File: src/assert_macros.svh
// Assertion macros shared by the tension search RTL.
`ifndef ASSERT_MACROS_SVH
`define ASSERT_MACROS_SVH
`ifndef SYNTHESIS
// property that must hold at every clock edge out of reset
`define ASSERT_ALWAYS(lbl, prop, msg) \
  lbl: assert property (@(posedge clk) disable iff (!rst_n) (prop)) else $error(msg);
// consequence that must hold in the cycle after the antecedent
`define ASSERT_NEXT(lbl, ante, cons, msg) \
  lbl: assert property (@(posedge clk) disable iff (!rst_n) (ante) |=> (cons)) else $error(msg);
`else
`define ASSERT_ALWAYS(lbl, prop, msg)
`define ASSERT_NEXT(lbl, ante, cons, msg)
`endif
`endif

File: src/ctfts_pkg.sv
// Types, codes and constants of the coarse-to-fine tension search.
`default_nettype none
package ctfts_pkg;

  // geometry of the beats
  localparam int unsigned POSITION_BITS_DEF = 16;
  localparam int unsigned FIELD_W           = 16;
  localparam int unsigned IN_TDATA_W        = 64;
  localparam int unsigned IN_TUSER_W        = 1;
  localparam int unsigned SCALE_W           = 15;
  localparam int unsigned PHASE_W           = 3;
  localparam int unsigned OUT_USED_W        = 2 * FIELD_W + 2 * SCALE_W + PHASE_W + 1;
  localparam int unsigned OUT_TDATA_W       = ((OUT_USED_W + 7) / 8) * 8;
  localparam int unsigned OUT_PAD_W         = OUT_TDATA_W - OUT_USED_W;
  localparam int unsigned CFG_INDEX_W       = 3;
  localparam int unsigned CFG_DATA_W        = 16;

  // register widths
  localparam int unsigned THR_W  = 15;
  localparam int unsigned STEP_W = 14;
  localparam int unsigned DIV_W  = 16;

  // register reset values
  localparam logic [THR_W-1:0]  THRESHOLD_RST = THR_W'(50);
  localparam logic [STEP_W-1:0] COARSE_RST    = STEP_W'(600);
  localparam logic [STEP_W-1:0] MEDIUM_RST    = STEP_W'(300);
  localparam logic [STEP_W-1:0] FINE_RST      = STEP_W'(100);
  localparam logic [DIV_W-1:0]  DIVISOR_RST   = DIV_W'(570);

  localparam logic [SCALE_W-1:0] SCALE_MAX = {SCALE_W{1'b1}};

  // configuration register indexes
  typedef enum logic [CFG_INDEX_W-1:0] {
    CFG_THRESHOLD = 3'd0,
    CFG_COARSE    = 3'd1,
    CFG_MEDIUM    = 3'd2,
    CFG_FINE      = 3'd3,
    CFG_DIVISOR   = 3'd4
  } cfg_reg_t;

  // input opcodes
  typedef enum logic [IN_TUSER_W-1:0] {
    OP_START  = 1'b0,
    OP_SAMPLE = 1'b1
  } opcode_t;

  // search phase as reported
  typedef enum logic [PHASE_W-1:0] {
    PH_IDLE   = 3'd0,
    PH_COARSE = 3'd1,
    PH_MEDIUM = 3'd2,
    PH_FINE   = 3'd3,
    PH_FINAL  = 3'd4,
    PH_DONE   = 3'd5
  } phase_t;

  // sequencer states
  typedef enum logic [3:0] {
    S_IDLE,
    S_STEP,
    S_DIFF_A,
    S_LOAD_A,
    S_DIV_A,
    S_DIFF_B,
    S_LOAD_B,
    S_DIV_B,
    S_SAVE_B,
    S_EMIT
  } ctl_state_t;

  // control of one serial position accumulator
  typedef struct packed {
    logic clear;
    logic load;
    logic shift;
    logic sub;
  } acc_ctl_t;

  // control of the serial divider
  typedef struct packed {
    logic load;
    logic shift;
  } div_ctl_t;

endpackage
`default_nettype wire

File: src/ctfts_serial_acc.sv
// Bit-serial add/subtract accumulator holding one reference position.
`default_nettype none
module ctfts_serial_acc #(
  parameter int unsigned POSITION_BITS = ctfts_pkg::POSITION_BITS_DEF
) (
  input  logic                     clk,
  input  logic                     rst_n,
  input  ctfts_pkg::acc_ctl_t      ctl,
  input  logic [POSITION_BITS-1:0] operand,
  output logic [POSITION_BITS-1:0] ref_pos
);
  import ctfts_pkg::*;

  logic [POSITION_BITS-1:0] ref_r;
  logic [POSITION_BITS-1:0] opd_r;
  logic                     carry_r;
  logic                     sub_r;
  logic                     opd_bit;
  logic                     sum_bit;
  logic                     carry_out;

  // one full-adder slice, LSB first; subtract adds the inverted operand plus one
  assign opd_bit   = opd_r[0] ^ sub_r;
  assign sum_bit   = ref_r[0] ^ opd_bit ^ carry_r;
  assign carry_out = (ref_r[0] & opd_bit) | (ref_r[0] & carry_r) | (opd_bit & carry_r);

  // reference rotates through the slice, back in place after POSITION_BITS shifts
  always_ff @(posedge clk) begin
    if (!rst_n) begin
      ref_r <= '0;
    end else if (ctl.clear) begin
      ref_r <= '0;
    end else if (ctl.shift) begin
      ref_r <= {sum_bit, ref_r[POSITION_BITS-1:1]};
    end
  end

  // operand shift register and carry
  always_ff @(posedge clk) begin
    if (ctl.load) begin
      opd_r   <= operand;
      carry_r <= ctl.sub;
      sub_r   <= ctl.sub;
    end else if (ctl.shift) begin
      opd_r   <= opd_r >> 1;
      carry_r <= carry_out;
    end
  end

  assign ref_pos = ref_r;

endmodule
`default_nettype wire

File: src/ctfts_serial_div.sv
// Restoring divider producing one quotient bit per cycle while shift is asserted.
`default_nettype none
module ctfts_serial_div #(
  parameter int unsigned QW = 17
) (
  input  logic                        clk,
  input  ctfts_pkg::div_ctl_t         ctl,
  input  logic [QW-1:0]               dividend,
  input  logic [ctfts_pkg::DIV_W-1:0] divisor,
  output logic [QW-1:0]               quotient
);
  import ctfts_pkg::*;

  logic [DIV_W-1:0] rem_r;
  logic [QW-1:0]    dq_r;
  logic [DIV_W:0]   partial;
  logic [DIV_W+1:0] trial;
  logic             borrow;

  // bring down the next dividend bit and try the subtraction
  assign partial = {rem_r, dq_r[QW-1]};
  assign trial   = {1'b0, partial} - {2'b00, divisor};
  assign borrow  = trial[DIV_W+1];

  // dividend shifts out at the top while quotient bits enter at the bottom
  always_ff @(posedge clk) begin
    if (ctl.load) begin
      rem_r <= '0;
      dq_r  <= dividend;
    end else if (ctl.shift) begin
      rem_r <= borrow ? partial[DIV_W-1:0] : trial[DIV_W-1:0];
      dq_r  <= {dq_r[QW-2:0], ~borrow};
    end
  end

  assign quotient = dq_r;

endmodule
`default_nettype wire

File: src/coarse_to_fine_tension_search.sv
// Top level of the two-motor coarse-to-fine cable tension search.
//
//  channel | direction | handshake            | content
//  --------+-----------+----------------------+-------------------------------------
//  in_     | slave     | in_tvalid/in_tready  | tuser opcode, tdata currents+positions
//  out_    | master    | out_tvalid/out_tready| tdata references, scales, phase, done
//  cfg_    | slave     | cfg_valid/cfg_ready  | cfg_index, cfg_data register write
//
// One beat is taken at a time. A start, an entry check or a phase end without
// back-off goes straight to the emit step; a reference step or back-off first
// runs the bit-serial accumulators. The final sample runs the shared serial
// divider once for each motor. A result waits in the output register while the
// next beat is taken; a stalled output only holds the sequencer at its emit step.
// rst_n is synchronous; configuration writes are taken every cycle.
`default_nettype none
`include "assert_macros.svh"
module coarse_to_fine_tension_search #(
  parameter int unsigned POSITION_BITS = ctfts_pkg::POSITION_BITS_DEF
) (
  input  logic                              clk,
  input  logic                              rst_n,
  input  logic                              in_tvalid,
  output logic                              in_tready,
  // [15:0] current_a, [31:16] current_b, [47:32] measured_pos_a, [63:48] measured_pos_b
  input  logic [ctfts_pkg::IN_TDATA_W-1:0]  in_tdata,
  // [0] opcode
  input  logic [ctfts_pkg::IN_TUSER_W-1:0]  in_tuser,
  output logic                              out_tvalid,
  input  logic                              out_tready,
  // [15:0] reference_a, [31:16] reference_b, [46:32] scale_a, [61:47] scale_b,
  // [64:62] phase_now, [65] done_res, [71:66] zero
  output logic [ctfts_pkg::OUT_TDATA_W-1:0] out_tdata,
  input  logic                              cfg_valid,
  output logic                              cfg_ready,
  input  logic [ctfts_pkg::CFG_INDEX_W-1:0] cfg_index,
  input  logic [ctfts_pkg::CFG_DATA_W-1:0]  cfg_data
);
  import ctfts_pkg::*;

  localparam int unsigned QW    = ((POSITION_BITS > FIELD_W) ? POSITION_BITS : FIELD_W) + 1;
  localparam int unsigned CNT_W = $clog2(QW);

  ctl_state_t state_r, state_nxt;
  phase_t     phase_r, phase_nxt;
  logic       in_body_r, in_body_nxt;
  logic [CNT_W-1:0] cnt_r, cnt_nxt;

  logic [THR_W-1:0]  thr_r;
  logic [STEP_W-1:0] coarse_r;
  logic [STEP_W-1:0] medium_r;
  logic [STEP_W-1:0] fine_r;
  logic [DIV_W-1:0]  divisor_r;

  logic [FIELD_W-1:0] meas_a_r;
  logic [FIELD_W-1:0] meas_b_r;
  logic [QW-1:0]      diff_r;
  logic [SCALE_W-1:0] scale_a_r;
  logic [SCALE_W-1:0] scale_b_r;
  logic               out_valid_r;
  logic [OUT_TDATA_W-1:0] out_data_r;

  acc_ctl_t acc_ctl_a, acc_ctl_b;
  logic [POSITION_BITS-1:0] opd_a, opd_b;
  logic [POSITION_BITS-1:0] ref_a, ref_b;
  div_ctl_t div_ctl;
  logic [QW-1:0] dvd;
  logic [QW-1:0] quot;
  logic [SCALE_W-1:0] scale_q;

  logic [FIELD_W-1:0] cur_a, cur_b;
  logic               in_accept;
  logic               is_start;
  logic               searching;
  logic               need_a, need_b;
  logic signed [FIELD_W:0] neg_thr;
  logic [STEP_W-1:0]  step_sel;
  logic [STEP_W:0]    back_off;
  logic               out_free;
  logic               emit_load;
  logic               scales_zero;

  // beat decode
  assign cur_a     = in_tdata[FIELD_W-1:0];
  assign cur_b     = in_tdata[2*FIELD_W-1:FIELD_W];
  assign in_accept = in_tvalid && in_tready;
  assign is_start  = (in_tuser == OP_START);
  assign searching = (phase_r == PH_COARSE) || (phase_r == PH_MEDIUM) || (phase_r == PH_FINE);

  // tension tests: A below threshold, B above minus threshold
  assign neg_thr = -$signed({2'b00, thr_r});
  assign need_a  = $signed({cur_a[FIELD_W-1], cur_a}) < $signed({2'b00, thr_r});
  assign need_b  = $signed({cur_b[FIELD_W-1], cur_b}) > neg_thr;

  // step of the running phase
  always_comb begin
    case (phase_r)
      PH_COARSE: step_sel = coarse_r;
      PH_MEDIUM: step_sel = medium_r;
      default:   step_sel = fine_r;
    endcase
  end
  assign back_off = {step_sel, 1'b0};

  // position accumulators
  ctfts_serial_acc #(.POSITION_BITS(POSITION_BITS)) u_acc_a (
    .clk     (clk),
    .rst_n   (rst_n),
    .ctl     (acc_ctl_a),
    .operand (opd_a),
    .ref_pos (ref_a)
  );

  ctfts_serial_acc #(.POSITION_BITS(POSITION_BITS)) u_acc_b (
    .clk     (clk),
    .rst_n   (rst_n),
    .ctl     (acc_ctl_b),
    .operand (opd_b),
    .ref_pos (ref_b)
  );

  // shared divider, magnitude of the registered difference
  assign dvd = diff_r[QW-1] ? (~diff_r + QW'(1)) : diff_r;

  ctfts_serial_div #(.QW(QW)) u_div (
    .clk      (clk),
    .ctl      (div_ctl),
    .dividend (dvd),
    .divisor  (divisor_r),
    .quotient (quot)
  );

  assign scale_q = (|quot[QW-1:SCALE_W]) ? SCALE_MAX : quot[SCALE_W-1:0];

  assign out_free  = !out_valid_r || out_tready;

  // sequencer: next state and control
  always_comb begin
    state_nxt   = state_r;
    phase_nxt   = phase_r;
    in_body_nxt = in_body_r;
    cnt_nxt     = cnt_r;
    acc_ctl_a   = '0;
    acc_ctl_b   = '0;
    opd_a       = '0;
    opd_b       = '0;
    div_ctl     = '0;
    in_tready   = 1'b0;
    emit_load   = 1'b0;
    case (state_r)
      S_IDLE: begin
        in_tready = 1'b1;
        if (in_tvalid) begin
          state_nxt = S_EMIT;
          if (is_start) begin
            acc_ctl_a.clear = 1'b1;
            acc_ctl_b.clear = 1'b1;
            phase_nxt       = PH_COARSE;
            in_body_nxt     = 1'b0;
          end else if (searching) begin
            if (!need_a && !need_b) begin
              // phase ends; back off after coarse and medium
              in_body_nxt = 1'b0;
              case (phase_r)
                PH_COARSE: phase_nxt = PH_MEDIUM;
                PH_MEDIUM: phase_nxt = PH_FINE;
                default:   phase_nxt = PH_FINAL;
              endcase
              if (phase_r != PH_FINE) begin
                acc_ctl_a.load = 1'b1;
                acc_ctl_a.sub  = 1'b0;
                acc_ctl_b.load = 1'b1;
                acc_ctl_b.sub  = 1'b1;
                opd_a          = POSITION_BITS'(back_off);
                opd_b          = POSITION_BITS'(back_off);
                cnt_nxt        = CNT_W'(POSITION_BITS - 1);
                state_nxt      = S_STEP;
              end
            end else if (!in_body_r) begin
              in_body_nxt = 1'b1;
            end else begin
              // step A down and B up where still slack
              acc_ctl_a.load = 1'b1;
              acc_ctl_a.sub  = 1'b1;
              acc_ctl_b.load = 1'b1;
              acc_ctl_b.sub  = 1'b0;
              opd_a          = POSITION_BITS'(need_a ? step_sel : '0);
              opd_b          = POSITION_BITS'(need_b ? step_sel : '0);
              cnt_nxt        = CNT_W'(POSITION_BITS - 1);
              state_nxt      = S_STEP;
            end
          end else if (phase_r == PH_FINAL) begin
            phase_nxt = PH_DONE;
            state_nxt = S_DIFF_A;
          end
        end
      end
      S_STEP: begin
        acc_ctl_a.shift = 1'b1;
        acc_ctl_b.shift = 1'b1;
        cnt_nxt         = cnt_r - CNT_W'(1);
        if (cnt_r == '0) begin
          state_nxt = S_EMIT;
        end
      end
      S_DIFF_A: begin
        state_nxt = S_LOAD_A;
      end
      S_LOAD_A: begin
        div_ctl.load = 1'b1;
        cnt_nxt      = CNT_W'(QW - 1);
        state_nxt    = S_DIV_A;
      end
      S_DIV_A: begin
        div_ctl.shift = 1'b1;
        cnt_nxt       = cnt_r - CNT_W'(1);
        if (cnt_r == '0) begin
          state_nxt = S_DIFF_B;
        end
      end
      S_DIFF_B: begin
        state_nxt = S_LOAD_B;
      end
      S_LOAD_B: begin
        div_ctl.load = 1'b1;
        cnt_nxt      = CNT_W'(QW - 1);
        state_nxt    = S_DIV_B;
      end
      S_DIV_B: begin
        div_ctl.shift = 1'b1;
        cnt_nxt       = cnt_r - CNT_W'(1);
        if (cnt_r == '0) begin
          state_nxt = S_SAVE_B;
        end
      end
      S_SAVE_B: begin
        state_nxt = S_EMIT;
      end
      S_EMIT: begin
        if (out_free) begin
          emit_load = 1'b1;
          state_nxt = S_IDLE;
        end
      end
      default: begin
        state_nxt = S_IDLE;
      end
    endcase
  end

  // sequencer and search state registers
  always_ff @(posedge clk) begin
    if (!rst_n) begin
      state_r   <= S_IDLE;
      phase_r   <= PH_IDLE;
      in_body_r <= 1'b0;
      cnt_r     <= '0;
    end else begin
      state_r   <= state_nxt;
      phase_r   <= phase_nxt;
      in_body_r <= in_body_nxt;
      cnt_r     <= cnt_nxt;
    end
  end

  // configuration registers
  assign cfg_ready = 1'b1;

  always_ff @(posedge clk) begin
    if (!rst_n) begin
      thr_r     <= THRESHOLD_RST;
      coarse_r  <= COARSE_RST;
      medium_r  <= MEDIUM_RST;
      fine_r    <= FINE_RST;
      divisor_r <= DIVISOR_RST;
    end else if (cfg_valid) begin
      case (cfg_index)
        CFG_THRESHOLD: thr_r     <= cfg_data[THR_W-1:0];
        CFG_COARSE:    coarse_r  <= cfg_data[STEP_W-1:0];
        CFG_MEDIUM:    medium_r  <= cfg_data[STEP_W-1:0];
        CFG_FINE:      fine_r    <= cfg_data[STEP_W-1:0];
        CFG_DIVISOR:   divisor_r <= cfg_data[DIV_W-1:0];
        default:       ;
      endcase
    end
  end

  // positions and signed differences for the final sample
  always_ff @(posedge clk) begin
    if (in_accept) begin
      meas_a_r <= in_tdata[3*FIELD_W-1:2*FIELD_W];
      meas_b_r <= in_tdata[4*FIELD_W-1:3*FIELD_W];
    end
    if (state_r == S_DIFF_A) begin
      diff_r <= QW'($signed(meas_a_r)) - QW'($signed(ref_a));
    end else if (state_r == S_DIFF_B) begin
      diff_r <= QW'($signed(meas_b_r)) - QW'($signed(ref_b));
    end
  end

  // scale stores
  always_ff @(posedge clk) begin
    if (!rst_n) begin
      scale_a_r <= '0;
      scale_b_r <= '0;
    end else if (in_accept && is_start) begin
      scale_a_r <= '0;
      scale_b_r <= '0;
    end else if (state_r == S_DIFF_B) begin
      scale_a_r <= scale_q;
    end else if (state_r == S_SAVE_B) begin
      scale_b_r <= scale_q;
    end
  end

  // output register
  always_ff @(posedge clk) begin
    if (!rst_n) begin
      out_valid_r <= 1'b0;
    end else if (emit_load) begin
      out_valid_r <= 1'b1;
    end else if (out_tready) begin
      out_valid_r <= 1'b0;
    end
  end

  always_ff @(posedge clk) begin
    if (emit_load) begin
      out_data_r <= {{OUT_PAD_W{1'b0}}, (phase_r == PH_DONE), phase_r,
                     scale_b_r, scale_a_r, FIELD_W'(ref_b), FIELD_W'(ref_a)};
    end
  end

  assign out_tvalid = out_valid_r;
  assign out_tdata  = out_data_r;

  // checks
  assign scales_zero = (scale_a_r == '0) && (scale_b_r == '0);

  `ASSERT_NEXT(a_accept_busy, in_accept, state_r != S_IDLE, "accepted beat left sequencer idle")
  `ASSERT_ALWAYS(a_body_phase, !in_body_r || searching, "in_body set outside a search phase")
  `ASSERT_ALWAYS(a_scale_clear, state_r != S_IDLE || phase_r == PH_DONE || scales_zero, "early scale")
  `ASSERT_NEXT(a_emit_valid, state_r == S_EMIT && out_free, out_tvalid, "emitted result not valid")

endmodule
`default_nettype wire

File: config.mk
export PLATFORM = sky130hd
export DESIGN_NAME = coarse_to_fine_tension_search
export DESIGN_NICKNAME = d
export VERILOG_FILES = /design/src/ctfts_pkg.sv /design/src/ctfts_serial_acc.sv /design/src/ctfts_serial_div.sv /design/src/coarse_to_fine_tension_search.sv
export VERILOG_INCLUDE_DIRS = /design/src /design/src/src
export SDC_FILE = /design/constraint.sdc
export NUM_CORES = 1
export LEC_CHECK = 0
export ABC_AREA = 1
export BUFFER_PORTS_ARGS = -buffer_cell sky130_fd_sc_hd__buf_2
export CELL_PAD_IN_SITES_DETAIL_PLACEMENT = 2
export CELL_PAD_IN_SITES_GLOBAL_PLACEMENT = 2
export CORE_ASPECT_RATIO = 0.6
export CORE_MARGIN = 3
export CORE_UTILIZATION = 36
export DETAILED_ROUTE_END_ITERATION = 8
export PLACE_DENSITY = 0.9
export RECOVER_POWER = 100
export SLEW_MARGIN = 40
export SYNTH_ARGS = -nofsm -noshare
export SYNTH_HDL_FRONTEND = slang
export SYNTH_HIERARCHICAL = 1
export SYNTH_SLANG_ARGS = --single-unit
File: constraint.sdc
create_clock -name clk -period 10.1 [get_ports clk]
set_input_delay 2.02 -clock clk [delete_from_list [all_inputs] [get_ports clk]]
set_output_delay 2.02 -clock clk [all_outputs]
set_load 0.01 [all_outputs]
# After elaboration in Yosys (flattened, before gate mapping)
# Index checks and enable logic that the tools add are counted.
[word_totals] register_bits=333 out_inout_bits=75 wordCells=203
[op_classes] order_cmp=2 mux=84 n_reduce_logical=33 n_addsub=6 bitwise_logic=21 n_eq_ne=31
[op_table] cell="two-way mux 16 bit" n=15
[op_table] cell="two-way mux 17 bit" n=5
[op_table] cell="two-way mux 14 bit" n=4
[op_table] cell="two-way mux 4 bit" n=11
[op_table] cell="one-hot mux 4 bit (10 select lines)" n=1
[op_table] cell="subtractor 16 x 16 -> 17 bit" n=2
[op_table] cell="two-way mux 1 bit" n=31
[op_table] cell="two-way mux 15 bit" n=2
[op_table] cell="two-way mux 5 bit" n=6
[op_table] cell="one-hot mux 14 bit (2 select lines)" n=1
[op_table] cell="subtractor 17 x 16 -> 18 bit" n=1
[op_table] cell="adder 17 x 1 -> 17 bit, second input constant" n=1
[op_table] cell="greater-than comparator 16 x 17 -> 1 bit" n=1
[op_table] cell="negation 15 -> 17 bit" n=1
[op_table] cell="NOT 17 bit" n=1
[op_table] cell="equality test 4 x 3 -> 1 bit, second input constant" n=4
[op_table] cell="< comparator 16 bit" n=1
[op_table] cell="one-hot mux 5 bit (3 select lines)" n=1
[op_table] cell="inequality test 2 bit, second input constant" n=7
[op_table] cell="equality test 3 x 2 -> 1 bit, second input constant" n=4
[op_table] cell="two-way mux 3 bit" n=4
[op_table] cell="AND reduction 2 bit" n=6
[op_table] cell="OR reduction 2 bit" n=5
[op_table] cell="equality test 3 bit, second input constant" n=3
[op_table] cell="other kinds (28)" n=59

# Longest topological paths before layout
[depth] depth_word=10 depth_mapped=30

# Hierarchy
# The synthesis kept the hierarchy.
[modules_own_cells] mod="coarse_to_fine_tension_search" cells_each=1360 area_per_inst_um2=11806.3 instances=1 seq_area_each_um2=5795.6
[modules_own_cells] mod="ctfts_serial_acc" cells_each=148 area_per_inst_um2=1457.6 instances=2 seq_area_each_um2=860.8
[modules_own_cells] mod="ctfts_serial_div" cells_each=392 area_per_inst_um2=2586.2 instances=1 seq_area_each_um2=830.8

# Worst setup path after synthesis
# No wires, ideal clock.
[synth_path] path_type="input to register" start="input out_tready" end="register out_data_r[0] (netlist: out_tdata[0]), enable pin" path_buffers=0 slack_ns=1.134 path_stages=2 arrival_time_ns=8.313 required_ns=9.447 path_cell_list="nor2_1 nor4_1"
[synth_via] elab_chain_cells=3
[synth_lines] element="from (decl)" line="coarse_to_fine_tension_search.sv:29" source="input logic out_tready,"
[synth_lines] element="logical OR 1 bit" line="coarse_to_fine_tension_search.sv:134" source="assign out_free = !out_valid_r || out_tready;"
[synth_lines] element="two-way mux 1 bit" line="coarse_to_fine_tension_search.sv:239" source="if (out_free) begin"
[synth_lines] element="two-way mux 1 bit" line="coarse_to_fine_tension_search.sv:149" source="case (state_r)"
[synth_lines] element="via emit_load" line="coarse_to_fine_tension_search.sv:79" source="logic emit_load;"
[synth_lines] element="to (signal assigned)" line="coarse_to_fine_tension_search.sv:328" source="out_data_r <= {{OUT_PAD_W{1'b0}}, (phase_r == PH_DONE), phase_r,"
[synth_lines] element="to (decl)" line="coarse_to_fine_tension_search.sv:60" source="logic [OUT_TDATA_W-1:0] out_data_r;"
# The timed path passes the listed nets, and every way through them passes these cells.
# A chain may end at the register's enable or synchronous reset.

==> Implementation_results.wiki <==
{| class="wikitable"
! Metric !! Value
|-
| Adder-Cell Fraction of Synth Area || 0.0658
|-
| Setup repair after global routing missed its margin || no
|-
| Minimum setup slack among reg-to-reg paths || roughly 2.4 ns
|-
| Site Rows || 61
|-
| Classification of the worst setup path || reg2reg
|-
| Iter 0 DRT Violations || approximately 1500
|-
| Number of search-and-repair iterations in the first detailed-routing pass || 6
|-
| Width of the die || 289 um
|-
| Achievable clock frequency || 130 MHz
|-
| Share of power burned in combinational logic || 0.287
|-
| Buffers & Inverters on Critical Path || 4
|-
| CP Launch Point || thr_r[1]
|-
| Class of the tightest hold or removal check || reg2reg
|-
| Part of the total power dissipated in sequential elements || 0.399
|-
| Final standard cell utilization of the core || 0.416
|-
| Required time worst endpoint || roughly 10 ns
|-
| Global-route wire length before repair || 111000 um
|-
| Post-cts hold buffer count || 0
|-
| Sum of negative setup slack || 0 ns
|-
| Fin crit period || ~7.7 ns
|-
| Number of clock sinks || between 300 and 400
|-
| Static power due to leakage || about 8.1 nW
|-
| CP delay by family, top || simple AND/OR/NAND/NOR gates
|-
| Status || complete, but fails checks
|-
| Compound-gate portion of the synthesized area || 0.134
|-
| Crit-path cells || inv_1, ha_1, nand3_1, nor2_1, nand2_1, nor2_1, nand3_1, nor3_1, nand3_1, nor2_1, ha_1, a21o_1, nor2_1, nand2_1, nor2_1, nand3_1, nand2_1, nand2_1, nand2_1, nand3_1, inv_1, buf_4, clkinvlp_2, nand2_1
|-
| Launching point of the worst reg2reg path || thr_r[1]
|-
| Leading cell type in the layout, fill and taps excluded || nand2_1
|-
| Worst IR Drop VDD || between 100 and 150 uV
|-
| Tightest hold margin || approximately 0.44 ns
|-
| Reg2reg end || u_acc_a/opd_r[5]
|-
| Clock-pin slew on the worst setup and hold paths || around 0.07 ns
|-
| Net switching power of the design || 1.63 mW
|-
| Number of buffers between clock root and the deepest sink || 3
|-
| Routed wire per std cell || approximately 26 um
|-
| Category of the worst setup path capture point || flip-flop
|-
| Total length of routed wires || between 70000 and 80000 um
|-
| Total global routing overflow || 0
|-
| # DRC || 0
|-
| Total vias in the final route || between 15000 and 20000
|-
| Setup Skew || between 0.03 and 0.04 ns
|-
| Primary FF master, synth || edfxtp_1
|-
| Post-CTS Setup Bufs || 0
|-
| Number of enable-type register cells in the synthesized netlist || between 150 and 200
|-
| TritonCTS clock tree || done
|-
| IO Count || between 150 and 200
|-
| CP Data Arrival Time || 7.86 ns
|-
| DPL Wire Length || around 48000 um
|-
| Initial Util || 0.369
|-
| Number of cells on the worst reg-to-reg path || 24
|-
| Share of async-settable or async-resettable flops after synthesis || 0
|-
| Post-synth design cell area || roughly 17000 um2
|-
| Max-slew violations || approximately 220
|-
| Endpoint of the most critical setup path || u_acc_a/opd_r[5]
|-
| Final-report hold violation count || 0
|-
| Net count reported at finish || roughly 2400
|-
| Global-route total usage across every layer || 0.287
|-
| Largest net degree at the start of global routing || 86
|-
| Sequential element share of the synthesized area || 0.482
|-
| Standard cell core area || ~47000 um2
|-
| Die span in y || around 180 um
|-
| Critical Path Start Type || flip-flop
|-
| CP max stage delay || between 0.9 and 1 ns
|-
| Buffer cell driving the clock tree root || clkbuf_16
|-
| Fraction of synthesized area in multiplexers || 0.00116
|-
| Vias in the first global route || 17904
|-
| Clock power frac || 0.314
|-
| Remaining antenna violation count after routing || 0
|-
| Worst max-slew margin expressed relative to the limit || -1.96
|-
| Failing checks || max-capacitance violations, max-slew violations
|-
| Worst-margin pin slew || between 4 and 5 ns
|-
| Power Dens Cells || between 200 and 250 nW/um2
|-
| Resize count post-CTS || 0
|-
| Number of antenna violations at the first check in global routing || 9
|-
| Die Footprint || 50800 um2
|-
| Cts bufs inserted || 35
|-
| Final clock period utilization by the worst path || 0.761
|-
| Simple-gate share of the synthesized area || 0.210
|-
| Number of synthesized register bits || around 330
|-
| Levels on crit path || 24
|-
| Via-per-instance ratio || 5.67
|-
| Cell with the biggest individual delay on the critical path || nand2_1
|-
| Count of final setup violators || 0
|-
| Internal Power || 2.72 mW
|-
| Syn_area_per_cell || 8.45 um2
|-
| Area growth syn-to-layout || 12.5%
|-
| Synth Warn # || 6
|-
| Number of buffers inserted by port buffering || 156
|-
| Count of H-tree levels built during CTS || 2
|-
| Synth Instances || around 2000
|-
| Area share of xor/xnor cells in the synthesized design || 0.0228
|-
| Share of cells above drive strength 1 || 0.0962
|-
| Switching part of the total power || 0.375
|-
| Reported max-cap violation count || 4
|-
| Most frequent cells in the layout || nand2_1 (515), inv_1 (246), a21oi_1 (198), edfxtp_1 (168), dfxtp_1 (165)
|-
| Largest driver fanout on the critical path || 40
|-
| Clock latency at the later pin of the worst-skew pair || 0.55 ns
|-
| Main combinational cell family by area after synthesis || simple AND/OR/NAND/NOR gates
|-
| Library cell appearing most often on the critical path || nand2_1
|-
| Post-synth cell types || 60
|-
| Final Wtd Congestion || roughly 0.85
|}
-- sequential cells by signal, summed over array words and instances, names as in the netlist, 16 cells and up --
signal and count:
meas_a_r 16, u_acc_b/opd_r 16, u_acc_b/ref_pos 16, u_acc_a/opd_r 16, meas_b_r 16, u_acc_a/ref_pos 16, diff_r 17, out_tdata 66
divisor_r 16, u_div/quotient 17, u_div/rem_r 16
-- final cells by class --
| cell class | count | area [um2] |
|---|---|---|
| inverters | 260 | 995 |
| well taps | 630 | 788 |
| repair buffers | 168 | 747 |
| flip-flops and latches | 333 | 8350 |
| multi-input cells | 1391 | 7450 |
| diodes | 4 | 10.0 |
| clock inverters | 17 | 170 |
| fillers | 5313 | 27400 |
| clock buffers | 45 | 966 |
-- metrics by stage --
stage	setup slack, ns	area, um2	instances	power (mW)
floorplan	1.13	17300	2055	2.50
global placement	4.52	18600	2780	2.77
detailed placement	4.08	18600	2782	2.92
CTS	3.77	19800	2844	4.37
global route	1.92	19500	2847	4.53
finish	2.41	19500	2848	4.35
-- worst reg2reg max path, cell delays in order (launching register included) --
cell and delay (ns):
dfxtp_1 0.32, inv_1 0.12, ha_1 0.20, nand3_1 0.14, nor2_1 0.12, nand2_1 0.12, nor2_1 0.26, nand3_1 0.18
nor3_1 0.33, nand3_1 0.21, nor2_1 0.17, ha_1 0.32, a21o_1 0.23, nor2_1 0.21, nand2_1 0.09, nor2_1 0.16
nand3_1 0.16, nand2_1 0.26, nand2_1 0.96, nand2_1 0.33, nand3_1 0.36, inv_1 0.16, buf_4 0.39, clkinvlp_2 0.65
nand2_1 0.86
-- how the worst min path moves through the flow --
stage	startpoint	endpoint	slack, ns	depth (start not counted)
after floorplan	phase_r[2]	out_tdata[64]	0.41	0
after global placement	phase_r[2]	out_tdata[64]	0.41	0
after detailed placement	phase_r[2]	out_tdata[64]	0.42	0
after CTS	scale_b_r[8]	out_tdata[55]	0.44	0
after global routing	scale_b_r[8]	out_tdata[55]	0.45	0
final	scale_a_r[11]	out_tdata[43]	0.44	0
-- power groups by stage --
stage / clock [mW] / combinational [mW] / sequential, mW
after detailed placement: 0 / 1.17 / 1.75
after global routing: 1.44 / 1.34 / 1.75
final: 1.37 / 1.25 / 1.74
after floorplan: 0 / 0.780 / 1.72
after CTS: 1.39 / 1.26 / 1.73
after global placement: 0 / 1.04 / 1.73
-- logic make-up (layout without fill, tap and decap cells) --
group                    after synthesis  count (layout)
AND/OR/NAND/NOR                      836             836
other                                  2              13
multiplexers                           2               2
adder cells (fa/ha/maj)               88              88
XOR/XNOR                              45              45
AO/OA/AOI/OAI                        411             411
flip-flops                           333             333
buffers and inverters                331             490
-- cells in the mapped netlist, types with 10 or more instances --
cell type | n | area share
nand4_1 | 21 | 0.0076
inv_1 | 247 | 0.054
xnor2_1 | 15 | 0.0076
a21oi_1 | 181 | 0.052
nand2_2 | 26 | 0.0094
o21ai_0 | 150 | 0.043
edfxtp_1 | 168 | 0.29
nand3_1 | 93 | 0.027
nor2_1 | 124 | 0.027
a21oi_2 | 23 | 0.012
buf_4 | 16 | 0.0069
dfxtp_1 | 165 | 0.19
ha_1 | 83 | 0.060
o21ai_2 | 10 | 0.0051
o221ai_1 | 10 | 0.0051
clkbuf_1 | 34 | 0.0074
nand2_1 | 508 | 0.11
nor3_1 | 21 | 0.0061
xor2_1 | 30 | 0.015
-- per-layer routing --
layer / part of all wire / up-vias / GRT usage
met4: 0.043 / 6 / 0.119
met3: 0.065 / 216 / 0.0532
met2: 0.48 / 681 / 0.486
met1: 0.41 / 8200 / 0.359
li1: - / 7049 / -
met5: 0.00050 / - / 0
No activity file was read; power rests on OpenSTA's default activity.
